`config.mk`:
```
export PLATFORM = sky130hd
export DESIGN_NAME = csc_fifo
export DESIGN_NICKNAME = d
export VERILOG_FILES = /design/src/hw/rtl/csc_pkg.sv /design/src/hw/rtl/csc_fifo.sv
export SDC_FILE = /design/constraint.sdc
export NUM_CORES = 1
export LEC_CHECK = 0
export BUFFER_PORTS_ARGS = -buffer_cell sky130_fd_sc_hd__buf_2
export CORE_MARGIN = 2
export CORE_UTILIZATION = 57
export CTS_BUF_LIST = sky130_fd_sc_hd__clkbuf_4 sky130_fd_sc_hd__clkbuf_8 sky130_fd_sc_hd__clkbuf_16
export DETAILED_ROUTE_END_ITERATION = 10
export PLACE_DENSITY_LB_ADDON = 0.2
export SLEW_MARGIN = 20
export SYNTH_ARGS = -nofsm -noshare
export SYNTH_HDL_FRONTEND = slang
export SYNTH_SLANG_ARGS = --single-unit
```
`constraint.sdc`:
```
create_clock -name clk_i -period 7.15 [get_ports clk_i]
set_clock_uncertainty 0.05 [all_clocks]
set_input_delay 1.0725 -clock clk_i [delete_from_list [all_inputs] [get_ports clk_i]]
set_output_delay 1.0725 -clock clk_i [all_outputs]
set_load 0.05 [all_outputs]
```
`src/hw/rtl/csc_pkg.sv`:
```
// ----------------------------------------------------------------------------
// csc_pkg: capsule segment coverage shared definitions
// Widths of the fixed-point datapath, register indexes and the job record
// handed from the front end to the back end.
// ----------------------------------------------------------------------------
`default_nettype none

package csc_pkg;

  // Field widths
  localparam int LOC_W      = 8;
  localparam int ALPHA_W    = 8;
  localparam int COORD_W    = 24;
  localparam int EDGE_W     = 24;
  localparam int ORG_W      = 16;
  localparam int CFG_IDX_W  = 8;
  localparam int CFG_DATA_W = 24;

  // Fixed-point formats
  localparam int FRAC_BITS  = 8;
  localparam int PROJ_BITS  = 16;
  localparam int HALF       = 1 << (FRAC_BITS - 1);
  localparam int PROJ_HALF  = 1 << (PROJ_BITS - 1);
  localparam int T_ONE      = 1 << PROJ_BITS;
  localparam int COV_MAX    = 1 << FRAC_BITS;
  localparam int ALPHA_MAX  = (1 << ALPHA_W) - 1;

  // Datapath widths
  localparam int V_W     = 26;                 // pixel centre minus start
  localparam int D_W     = COORD_W + 1;        // end minus start
  localparam int PROD_W  = V_W + D_W;          // one dot product term
  localparam int DOT_W   = PROD_W + 1;
  localparam int LEN2_W  = 49;                 // |D|^2 < 2^49
  localparam int T_W     = PROJ_BITS + 1;      // 0 .. 65536
  localparam int TD_W    = V_W + PROJ_BITS + 1;
  localparam int E_W     = TD_W - PROJ_BITS;
  localparam int ROOT_W  = E_W;
  localparam int SQ_W    = 2 * ROOT_W;

  localparam int FIFO_DEPTH = 4;
  localparam int PTR_W      = $clog2(FIFO_DEPTH);

  // Register indexes
  localparam logic [CFG_IDX_W-1:0] REG_START_X    = CFG_IDX_W'(0);
  localparam logic [CFG_IDX_W-1:0] REG_START_Y    = CFG_IDX_W'(1);
  localparam logic [CFG_IDX_W-1:0] REG_END_X      = CFG_IDX_W'(2);
  localparam logic [CFG_IDX_W-1:0] REG_END_Y      = CFG_IDX_W'(3);
  localparam logic [CFG_IDX_W-1:0] REG_EDGE_OUTER = CFG_IDX_W'(4);
  localparam logic [CFG_IDX_W-1:0] REG_ORIGIN_X   = CFG_IDX_W'(5);
  localparam logic [CFG_IDX_W-1:0] REG_ORIGIN_Y   = CFG_IDX_W'(6);

  typedef struct packed {
    logic signed [COORD_W-1:0] start_x;
    logic signed [COORD_W-1:0] start_y;
    logic signed [COORD_W-1:0] end_x;
    logic signed [COORD_W-1:0] end_y;
    logic        [EDGE_W-1:0]  edge_outer;
    logic signed [ORG_W-1:0]   origin_x;
    logic signed [ORG_W-1:0]   origin_y;
  } cfg_t;

  // How the projection parameter is found
  typedef enum logic [1:0] {
    PROJ_START,   // closest point is the start point
    PROJ_END,     // closest point is the end point
    PROJ_DIV      // interior: t = dot / len2
  } proj_e;

  typedef struct packed {
    logic signed [V_W-1:0]    vx;
    logic signed [V_W-1:0]    vy;
    logic signed [D_W-1:0]    dx;
    logic signed [D_W-1:0]    dy;
    logic        [LEN2_W-1:0] dot;
    logic        [LEN2_W-1:0] len2;
    proj_e                    proj;
    logic        [ALPHA_W-1:0] old_alpha;
  } job_t;

endpackage

`default_nettype wire

```
`src/hw/rtl/csc_fifo.sv`:
```
// ----------------------------------------------------------------------------
// csc_fifo: job queue between front and back end
// Small register queue, one push and one pop per cycle.
// ----------------------------------------------------------------------------
`default_nettype none

module csc_fifo (
  input  logic          clk_i,
  input  logic          rst_ni,
  input  logic          push_i,
  input  csc_pkg::job_t job_i,
  output logic          full_o,
  input  logic          pop_i,
  output logic          empty_o,
  output csc_pkg::job_t job_o
);
  import csc_pkg::*;

  job_t             mem_q [FIFO_DEPTH];
  logic [PTR_W-1:0] wr_ptr_q, rd_ptr_q;
  logic [PTR_W:0]   count_q;

  assign full_o  = (count_q == (PTR_W+1)'(FIFO_DEPTH));
  assign empty_o = (count_q == '0);
  assign job_o   = mem_q[rd_ptr_q];

  always_ff @(posedge clk_i) begin
    if (push_i) begin
      mem_q[wr_ptr_q] <= job_i;
    end
  end

  always_ff @(posedge clk_i or negedge rst_ni) begin
    if (!rst_ni) begin
      wr_ptr_q <= '0;
      rd_ptr_q <= '0;
      count_q  <= '0;
    end else begin
      if (push_i) wr_ptr_q <= wr_ptr_q + PTR_W'(1);
      if (pop_i)  rd_ptr_q <= rd_ptr_q + PTR_W'(1);
      if (push_i && !pop_i)      count_q <= count_q + (PTR_W+1)'(1);
      else if (pop_i && !push_i) count_q <= count_q - (PTR_W+1)'(1);
    end
  end

  a_no_overflow: assert property (@(posedge clk_i) disable iff (!rst_ni)
    !(push_i && full_o && !pop_i)) else $error("push into full queue");
  a_no_underflow: assert property (@(posedge clk_i) disable iff (!rst_ni)
    !(pop_i && empty_o)) else $error("pop from empty queue");
  a_count_up: assert property (@(posedge clk_i) disable iff (!rst_ni)
    push_i && !pop_i |=> count_q == $past(count_q) + (PTR_W+1)'(1))
    else $error("queue count did not grow");
  a_count_bound: assert property (@(posedge clk_i) disable iff (!rst_ni)
    count_q <= (PTR_W+1)'(FIFO_DEPTH)) else $error("queue count out of range");

endmodule

`default_nettype wire

```
# Word-level counts from Yosys, hierarchy flattened
# Memory sizes are Yosys's and may differ from the RTL's.
# Index checks and enable logic that the tools add are counted.
dict set report classes {
  n_addsub 4
  mul 0
  div 0
  order_cmp 0
  eq_ne 1
  shifts 0
  mux 4
  n_bitwise 0
  n_reduce_logical 6
}
# op count
set op_table {}
lappend op_table {{3-bit two-way mux} 2}
lappend op_table {{2-bit by 1-bit adder with 2-bit output, second input constant} 2}
lappend op_table {{3-bit by 1-bit adder with 3-bit output, second input constant} 1}
lappend op_table {{3-bit == test, second input constant} 1}
lappend op_table {{3-bit zero test} 1}
lappend op_table {{3-bit by 1-bit subtractor with 3-bit output, second input constant} 1}
lappend op_table {{1-bit logical AND} 2}
lappend op_table {{1-bit zero test} 2}
lappend op_table {{1-bit two-way mux} 2}
lappend op_table {{2-bit nonzero test} 1}
dict set report totals {
  regBits 7
  latchBits 0
  ramBits 840
  mem_bits_ro 0
  input_bits 214
  output_inout_bits 212
  n_memories 1
}
# memory words word_bits rd rd_clocked_by_memory_dff wr line_no
set memory_table {}
lappend memory_table {mem_q 4 210 1 0 1 csc_fifo.sv:19} ;# job_t mem_q [FIFO_DEPTH];

# Depth between registers and ports, before layout
# Gate-level depths: netlist (run 1).
dict set report logic_depth {
  word_depth 4
  mapped_depth 7
}

# Worst setup path after synthesis (run 1)
# Ideal clock, no wire load.
dict set report synth_path {
  path_kind {in2reg}
  from {input port push_i}
  to {memory mem_q[1][0] in the netlist's numbering, enable pin}
  setup_ns 0.596
  t_arrival_ns 5.833
  required_ns 6.504
  path_slack_ns 0.671
  stages 1
  cell_sequence {and2_1}
}
dict set report synth_via {
  elab_chain_cells 2
}
# element line_no
set synth_rtl {}
lappend synth_rtl {{start, declared} csc_fifo.sv:10} ;# input logic push_i,
lappend synth_rtl {{1-bit two-way mux} csc_fifo.sv:28} ;# if (push_i) begin
lappend synth_rtl {{1-bit two-way mux (implied by the code)} csc_fifo.sv:29} ;# mem_q[wr_ptr_q] <= job_i;
lappend synth_rtl {{end, declared} csc_fifo.sv:19}
# Every way passes these cells.

==> results of run 1 <==
[Yosys cell counts (2+ instances only)]
library cell / count / area [um2]
edfxtp_1: 840 / 25200
clkbuf_1: 3 / 11.3
dfrtp_1: 7 / 175
mux4_2: 210 / 4730
ha_1: 5 / 62.6
and2_1: 4 / 25.0
inv_1: 4 / 15.0
xor2_1: 4 / 35.0
xnor2_1: 2 / 17.5
buf_2: 21 / 105
buf_6: 21 / 236
nand2_1: 2 / 7.51
[metrics by stage]
stage	hold slack (ns)	utilization, %	power, mW	area (um2)
CTS	0.200	67.7	17.8	36200
finish	0.241	67.8	17.6	36300
global route	0.232	67.7	18.2	36200
global placement	0.426	62.7	13.5	33500
floorplan	0.406	-	12.3	30700
detailed placement	0.429	62.7	13.6	33500
[area by class of cell]
class | instances | area (um2) | share of cell area [%]
inverter | 4 | 15.0 | 0.0414
timing repair buffer | 437 | 2300 | 6.36
multi-input combinational | 233 | 4940 | 13.6
clock inverter | 40 | 251 | 0.694
sequential | 847 | 25400 | 70.1
antenna | 13 | 32.5 | 0.0897
clock buffer | 113 | 2430 | 6.71
tap | 696 | 871 | 2.40
[per-layer routing]
layer / global-route usage, % / vias to the layer above
li1: - / 5897
met1: 27.8 / 7148
met2: 33.9 / 413
met3: 7.40 / 100
met4: 7.60 / 24
met5: 0 / -
[worst min-delay path by stage]
stage	cells past startpoint	startpoint	slack, ns	to
2_1_floorplan	1	count_q[2]	0.41	count_q[2]
3_3_place_gp	1	count_q[2]	0.43	count_q[2]
3_5_place_dp	1	count_q[2]	0.43	count_q[2]
4_1_cts	1	rst_ni	0.20	count_q[0]
5_1_grt	1	rst_ni	0.23	count_q[1]
6_report	1	rst_ni	0.24	count_q[1]
[power by group through the flow]
stage / clock network, mW / logic, mW / registers [mW]
after floorplan: 0 / 5.33 / 6.92
after global placement: 0 / 6.62 / 6.88
after detailed placement: 0 / 6.63 / 6.94
after CTS: 4.28 / 6.65 / 6.85
after global routing: 4.48 / 6.84 / 6.91
final: 4.19 / 6.55 / 6.83
[cell families after synthesis]
group | Yosys count
compound gates | 1
simple gates | 9
mux | 211
fa+ha+maj | 6
xor+xnor | 6
flops | 847
buf+inv | 51
[registers in the layout, indices dropped and copies added, names as in the netlist]
signal,flops
mem_q,840
wr_ptr_q,2
count_q,3
rd_ptr_q,2
[worst max-delay path, delay by kind of cell (launching register included)]
kind / cells / cell delay, ns
buffers and inverters: 2 / 0.80
DFF: 1 / 1.07
muxes: 1 / 0.60
==> impl_metrics.py, run 1 <==
metrics = {
    "run_status": {
        "status": "completed",
    },
    "clock_tree": {
        "clock-sinks": 847,
        "clk_pin_slew_ns": 0.06,
        "cts_root_buffer": "clkbuf_16",
        "cts-resized-gates": 0,
        "post_cts_buffers": 0,
        "cts_made_buffers": 83,
        "holdBufCountCts": 0,
        "htreeDepth": 3,
        "clk_latency_ns": 0.61,
        "cts.path.max_buffers": 3,
        "cts_tree": "yes",
    },
    "routing": {
        "dr.pass1.iters": 5,
        "drc": 0,
        "highest_layer": "met5",
        "ant_nets": 0,
        "routed_wirelength_um": 58300,
        "wl_met1_um": 22500,
        "routed-wl-met2_um": 29500,
        "wl_met3_um": 4940,
        "initialDrtViolationCount": 875,
        "routedWlPerCell_um": 24.5,
        "vias": 13600,
        "routed_via_density": 5.70,
    },
    "setup_path": {
        "rr_endpoint": "mem_q[0][92]",
        "setup.worst_path.start": "rd_ptr_q[0]",
        "worstPathMaxFanout": 91,
        "criticalPathCategory": "reg2out",
        "r2r-start": "wr_ptr_q[0]",
        "crit_end": "job_o[10]",
        "start_kind": "register",
        "crit_arrival_ns": 3.33,
        "rrSetupSlack_ns": 4.49,
        "crit_required_ns": 6.03,
        "critical_path.slowest_cell": "dfrtp_4",
        "r2r_cells": 4,
        "path_cells": "buf_12 > mux4_2 > buf_2",
        "endpoint_kind": "output port",
        "max_stage_delay_ns": 1.07,
    },
    "placed_design": {
        "dp_cells": 2217,
        "place.gp.congestion": 0.737,
        "port_buffers": 425,
        "dp_hpwl_um": 34600,
        "place_ws_ns": 3.27,
    },
    "layout": {
        "final_common_cell": "edfxtp_1",
        "stdcell_count": 2383,
        "layout.nets": 1826,
        "final_cell_mix": "840 x edfxtp_1, 425 x buf_2, 210 x mux4_2",
        "fillers": 3300,
        "drive_gt1_share_pct": 46.8,
        "area_delta_synth_final_pct": 18.1,
    },
    "power": {
        "ir_drop_uv": 375,
        "p_sw_share_pct": 38.2,
        "comb_power_share_pct": 37.3,
        "seq_power_share_pct": 38.9,
        "switchingPower_mw": 6.70,
        "p_leak_nw": 12.4,
        "powerDensity_nw_per_um2": 484,
        "pwr-share-clk_pct": 23.8,
        "p_int_mw": 10.9,
    },
    "global_routing": {
        "grt_max_degree": 109,
        "grt_overflow": 0,
        "grt_use_total_pct": 21.3,
        "grt_pass1_wl_um": 88000,
        "antenna_found_initial": 24,
        "grt_pass1_vias": 14400,
    },
    "timing": {
        "fin_ws_ns": 2.69,
        "min_period_ns": 4.46,
        "max_freq_mhz": 224,
        "setup_violations": 0,
        "fin_setup_tns_ns": 0,
        "worstMarginPinSlew_ns": 0.997,
        "maxSlewViolCount": 0,
        "period_share_pct": 62.3,
        "hold_viol": 0,
        "grt_setup_unrepaired": "no",
        "slew_headroom_pct": 33.6,
    },
    "yosys": {
        "syn_area_um2": 30700,
        "synthArstFlopShare_pct": 0.826,
        "muxShareOfSynthArea_pct": 15.4,
        "yosysWarnings": 0,
        "yosysSeqAreaShare_pct": 82.7,
        "synth-xor-area-share_pct": 0.171,
        "postSynthAreaPerCell_um2": 27.2,
        "synth_fp_nets": 1351,
        "synthSimpleGateAreaFrac_pct": 0.159,
        "synth_top_flop_cell": "edfxtp_1",
        "ys_ff_latch": 847,
        "synth_edf_count": 840,
        "synth_top_family_by_area": "multiplexers",
        "synth.distinct_cells": 20,
        "synth_compound_area_share_pct": 0.0163,
        "yosys.area_share.adder_pct": 0.269,
        "netlist_instances": 1131,
    },
    "floorplan": {
        "rows": 85,
        "core-area_um2": 53500,
        "dieArea_um2": 55700,
        "ios": 426,
        "die_y_um": 236,
        "initial_utilization_pct": 57.4,
        "die_x_um": 236,
    },
    "flow_run": {
        "cap_violations": 0,
    },
    "hold_path": {
        "holdCritPathClass": "in2async",
    },
}
Power figures use the tool's default switching activity.
==> run 2: changes to the inputs <==
--- a/config.mk
+++ b/config.mk
@@ -5,9 +5,10 @@
 export SDC_FILE = /design/constraint.sdc
 export NUM_CORES = 1
 export LEC_CHECK = 0
+export ABC_AREA = 1
 export BUFFER_PORTS_ARGS = -buffer_cell sky130_fd_sc_hd__buf_2
 export CORE_MARGIN = 2
-export CORE_UTILIZATION = 57
+export CORE_UTILIZATION = 52
 export CTS_BUF_LIST = sky130_fd_sc_hd__clkbuf_4 sky130_fd_sc_hd__clkbuf_8 sky130_fd_sc_hd__clkbuf_16
 export DETAILED_ROUTE_END_ITERATION = 10
 export PLACE_DENSITY_LB_ADDON = 0.2
==> constraint.sdc (replaced) <==
create_clock -name clk_i -period 3.8 [get_ports clk_i]
set_clock_uncertainty 0.05 [all_clocks]
set_input_delay 0.57 -clock clk_i [delete_from_list [all_inputs] [get_ports clk_i]]
set_output_delay 0.57 -clock clk_i [all_outputs]
set_load 0.05 [all_outputs]
==> impl_metrics.py, run 2 <==
metrics = {
    "run_status": {
        "status": "completed",
    },
    "layout": {
        "final_cell_mix": "840 x edfxtp_1, 639 x nand2_1, 427 x inv_1",
        "fin_util_pct": 61.4,
        "largest_reg_flops": 840,
        "area_delta_synth_final_pct": 16.8,
        "stdcell_area_um2": 39500,
        "multiInputGateArea_um2": 5880,
        "fillers": 4856,
        "drive_gt1_share_pct": 21.6,
        "regMostFlops": "mem_q",
        "final_common_cell": "edfxtp_1",
        "layout.nets": 3139,
        "largestRegisters": "mem_q (840), count_q (3)",
        "regArea_um2": 25400,
    },
    "clock_tree": {
        "cts_tree": "yes",
        "clk_pin_slew_ns": 0.06,
        "htreeDepth": 3,
        "cts_made_buffers": 84,
        "cts-resized-gates": 0,
        "cts_root_buffer": "clkbuf_16",
        "cts.path.max_buffers": 3,
        "clk_latency_ns": 0.61,
        "clock-sinks": 847,
        "post_cts_buffers": 0,
    },
    "power": {
        "pwr-share-clk_pct": 21.7,
        "p_int_mw": 20.3,
        "comb_power_share_pct": 43.7,
        "powerDensity_nw_per_um2": 928,
        "p_leak_nw": 15.8,
        "ir_drop_uv": 788,
        "seq_power_share_pct": 34.6,
        "finalPower_mw": 36.6,
        "p_sw_share_pct": 44.6,
        "switchingPower_mw": 16.3,
    },
    "global_routing": {
        "top_usage_layer": "met2",
        "grt_pass1_vias": 19700,
        "grt_use_total_pct": 21.2,
        "grt_pass1_wl_um": 109000,
        "grt_overflow": 0,
        "use_met2_pct": 36.0,
        "gr-usage-met3_pct": 6.26,
        "antenna_found_initial": 27,
        "grt_max_degree": 145,
        "grtUsageMet1_pct": 25.7,
    },
    "routing": {
        "dr.pass1.iters": 5,
        "vias": 20000,
        "routedWlPerCell_um": 18.7,
        "routed_via_density": 5.19,
        "ant_nets": 0,
        "initialDrtViolationCount": 1376,
        "routed_wirelength_um": 71900,
        "drc": 0,
    },
    "floorplan": {
        "rows": 93,
        "die_y_um": 259,
        "die_x_um": 259,
        "core-area_um2": 64300,
        "dieArea_um2": 67100,
        "initial_utilization_pct": 52.5,
        "ios": 426,
    },
    "setup_path": {
        "critPathTopFamily": "buffers and inverters",
        "path_cells": "buf_4 > o211ai_1 > nand2_1 > buf_2",
        "crit_required_ns": 3.18,
        "path_buf_inv": 2,
        "critical_path.slowest_cell": "dfrtp_4",
        "worstPathMaxFanout": 62,
        "max_stage_delay_ns": 0.78,
        "endpoint_kind": "output port",
        "start_kind": "register",
        "crit_arrival_ns": 2.62,
        "criticalPathCategory": "reg2out",
    },
    "placed_design": {
        "placed_area_um2": 36800,
        "port_buffers": 425,
        "dp_hpwl_um": 43900,
        "place.gp.congestion": 0.778,
    },
    "yosys": {
        "yosysWarnings": 0,
        "ys_ff_latch": 847,
        "synth.distinct_cells": 18,
        "synthArstFlopShare_pct": 0.826,
        "postSynthAreaPerCell_um2": 13.5,
        "syn_area_um2": 33800,
        "synth_area_leaders": "edfxtp_1 75%, o211ai_1 8.7%, nand2_1 7.1%",
        "synth_edf_count": 840,
        "synth.largest_area_cell": "edfxtp_1",
        "synth_fp_nets": 2718,
        "synth_top_flop_cell": "edfxtp_1",
        "netlist.area_leader.share_pct": 74.6,
        "yosysSeqAreaShare_pct": 75.1,
        "synth_top_cells_by_count": "840 x edfxtp_1, 643 x nand2_1, 432 x inv_1",
        "netlist_instances": 2498,
        "synth.most_common_cell": "edfxtp_1",
    },
    "timing": {
        "slew_headroom_pct": 44.4,
        "hold_viol": 0,
        "min_period_ns": 3.24,
        "worstMarginPinSlew_ns": 0.832,
        "max_freq_mhz": 309,
        "setup_violations": 0,
        "fin_setup_tns_ns": 0,
        "timing.hold.ws_ns": 0.105,
        "grt_setup_unrepaired": "no",
        "maxSlewViolCount": 0,
        "period_share_pct": 85.2,
    },
    "hold_path": {
        "holdCritPathClass": "in2reg",
    },
    "flow_run": {
        "cap_violations": 0,
    },
}
[run 2: cell types whose count changed in the layout (fill, tap and decap cells not counted), moves of 24 or more]
cell	delta
buf_4	+24
inv_1	+423
mux4_2	-210
nand2_1	+637
o211ai_1	+392
o211ai_2	+28
[run 2: final cells by class]
| type | instances | share of cell area [%] |
|---|---|---|
| sequential | 847 | 64.3 |
| multi-input combinational | 1078 | 14.9 |
| clock inverter | 51 | 1.06 |
| timing repair buffer | 476 | 7.03 |
| inverter | 432 | 4.16 |
| clock buffer | 102 | 5.73 |
| tap | 855 | 2.71 |
| antenna | 13 | 0.0824 |
[run 2: path summary, 6_finish.rpt]
kind,startpoint,to,slack [ns],cells after the start
worst max-delay path,rd_ptr_q[0],job_o[186],0.56,4
worst min-delay path,job_i[169],mem_q[0][169],0.10,1
worst max register to register,wr_ptr_q[0],mem_q[2][40],1.31,5
worst min register to register,count_q[2],count_q[2],0.48,2
max in group asynchronous,rst_ni,rd_ptr_q[0],3.22,2
min in group asynchronous,rst_ni,rd_ptr_q[1],0.28,2
[run 2: repair_timing]
action	CTS	global route
hold buffers	1	0
hold endpoints to repair	7	0
setup endpoints to repair	0	0
[run 2: kinds of logic after synthesis]
logic type      Yosys count  synth area share (%)
fa+ha+maj                 6                 0.244
compound gates          421                  9.75
buf+inv                 573                  7.58
simple gates            647                  7.20
xor+xnor                  4                 0.104
flops                   847                  75.1
[run 2: routing by layer]
layer / share of wire, % / up-vias
li1: - / 9599
met1: 39 / 9663
met2: 50 / 569
met3: 8.0 / 148
met4: 3.0 / 26
met5: 0.24 / -
[run 2: power by group through the flow]
stage	sequential (mW)	combinational (mW)	clock, mW
final	12.7	16.0	7.95
after global routing	12.8	17.1	8.47
after CTS	12.7	16.2	8.12
after detailed placement	12.9	16.2	0
after global placement	12.8	16.0	0
after floorplan	12.9	12.3	0
[run 2: metrics by stage]
| step | worst slack (ns) | std cells |
|---|---|---|
| after global placement | 1.18 | 3687 |
| after CTS | 0.492 | 3841 |
| after global routing | 0.336 | 3852 |
| after detailed placement | 1.17 | 3687 |
| after floorplan | -0.539 | 2498 |
| final | 0.563 | 3854 |
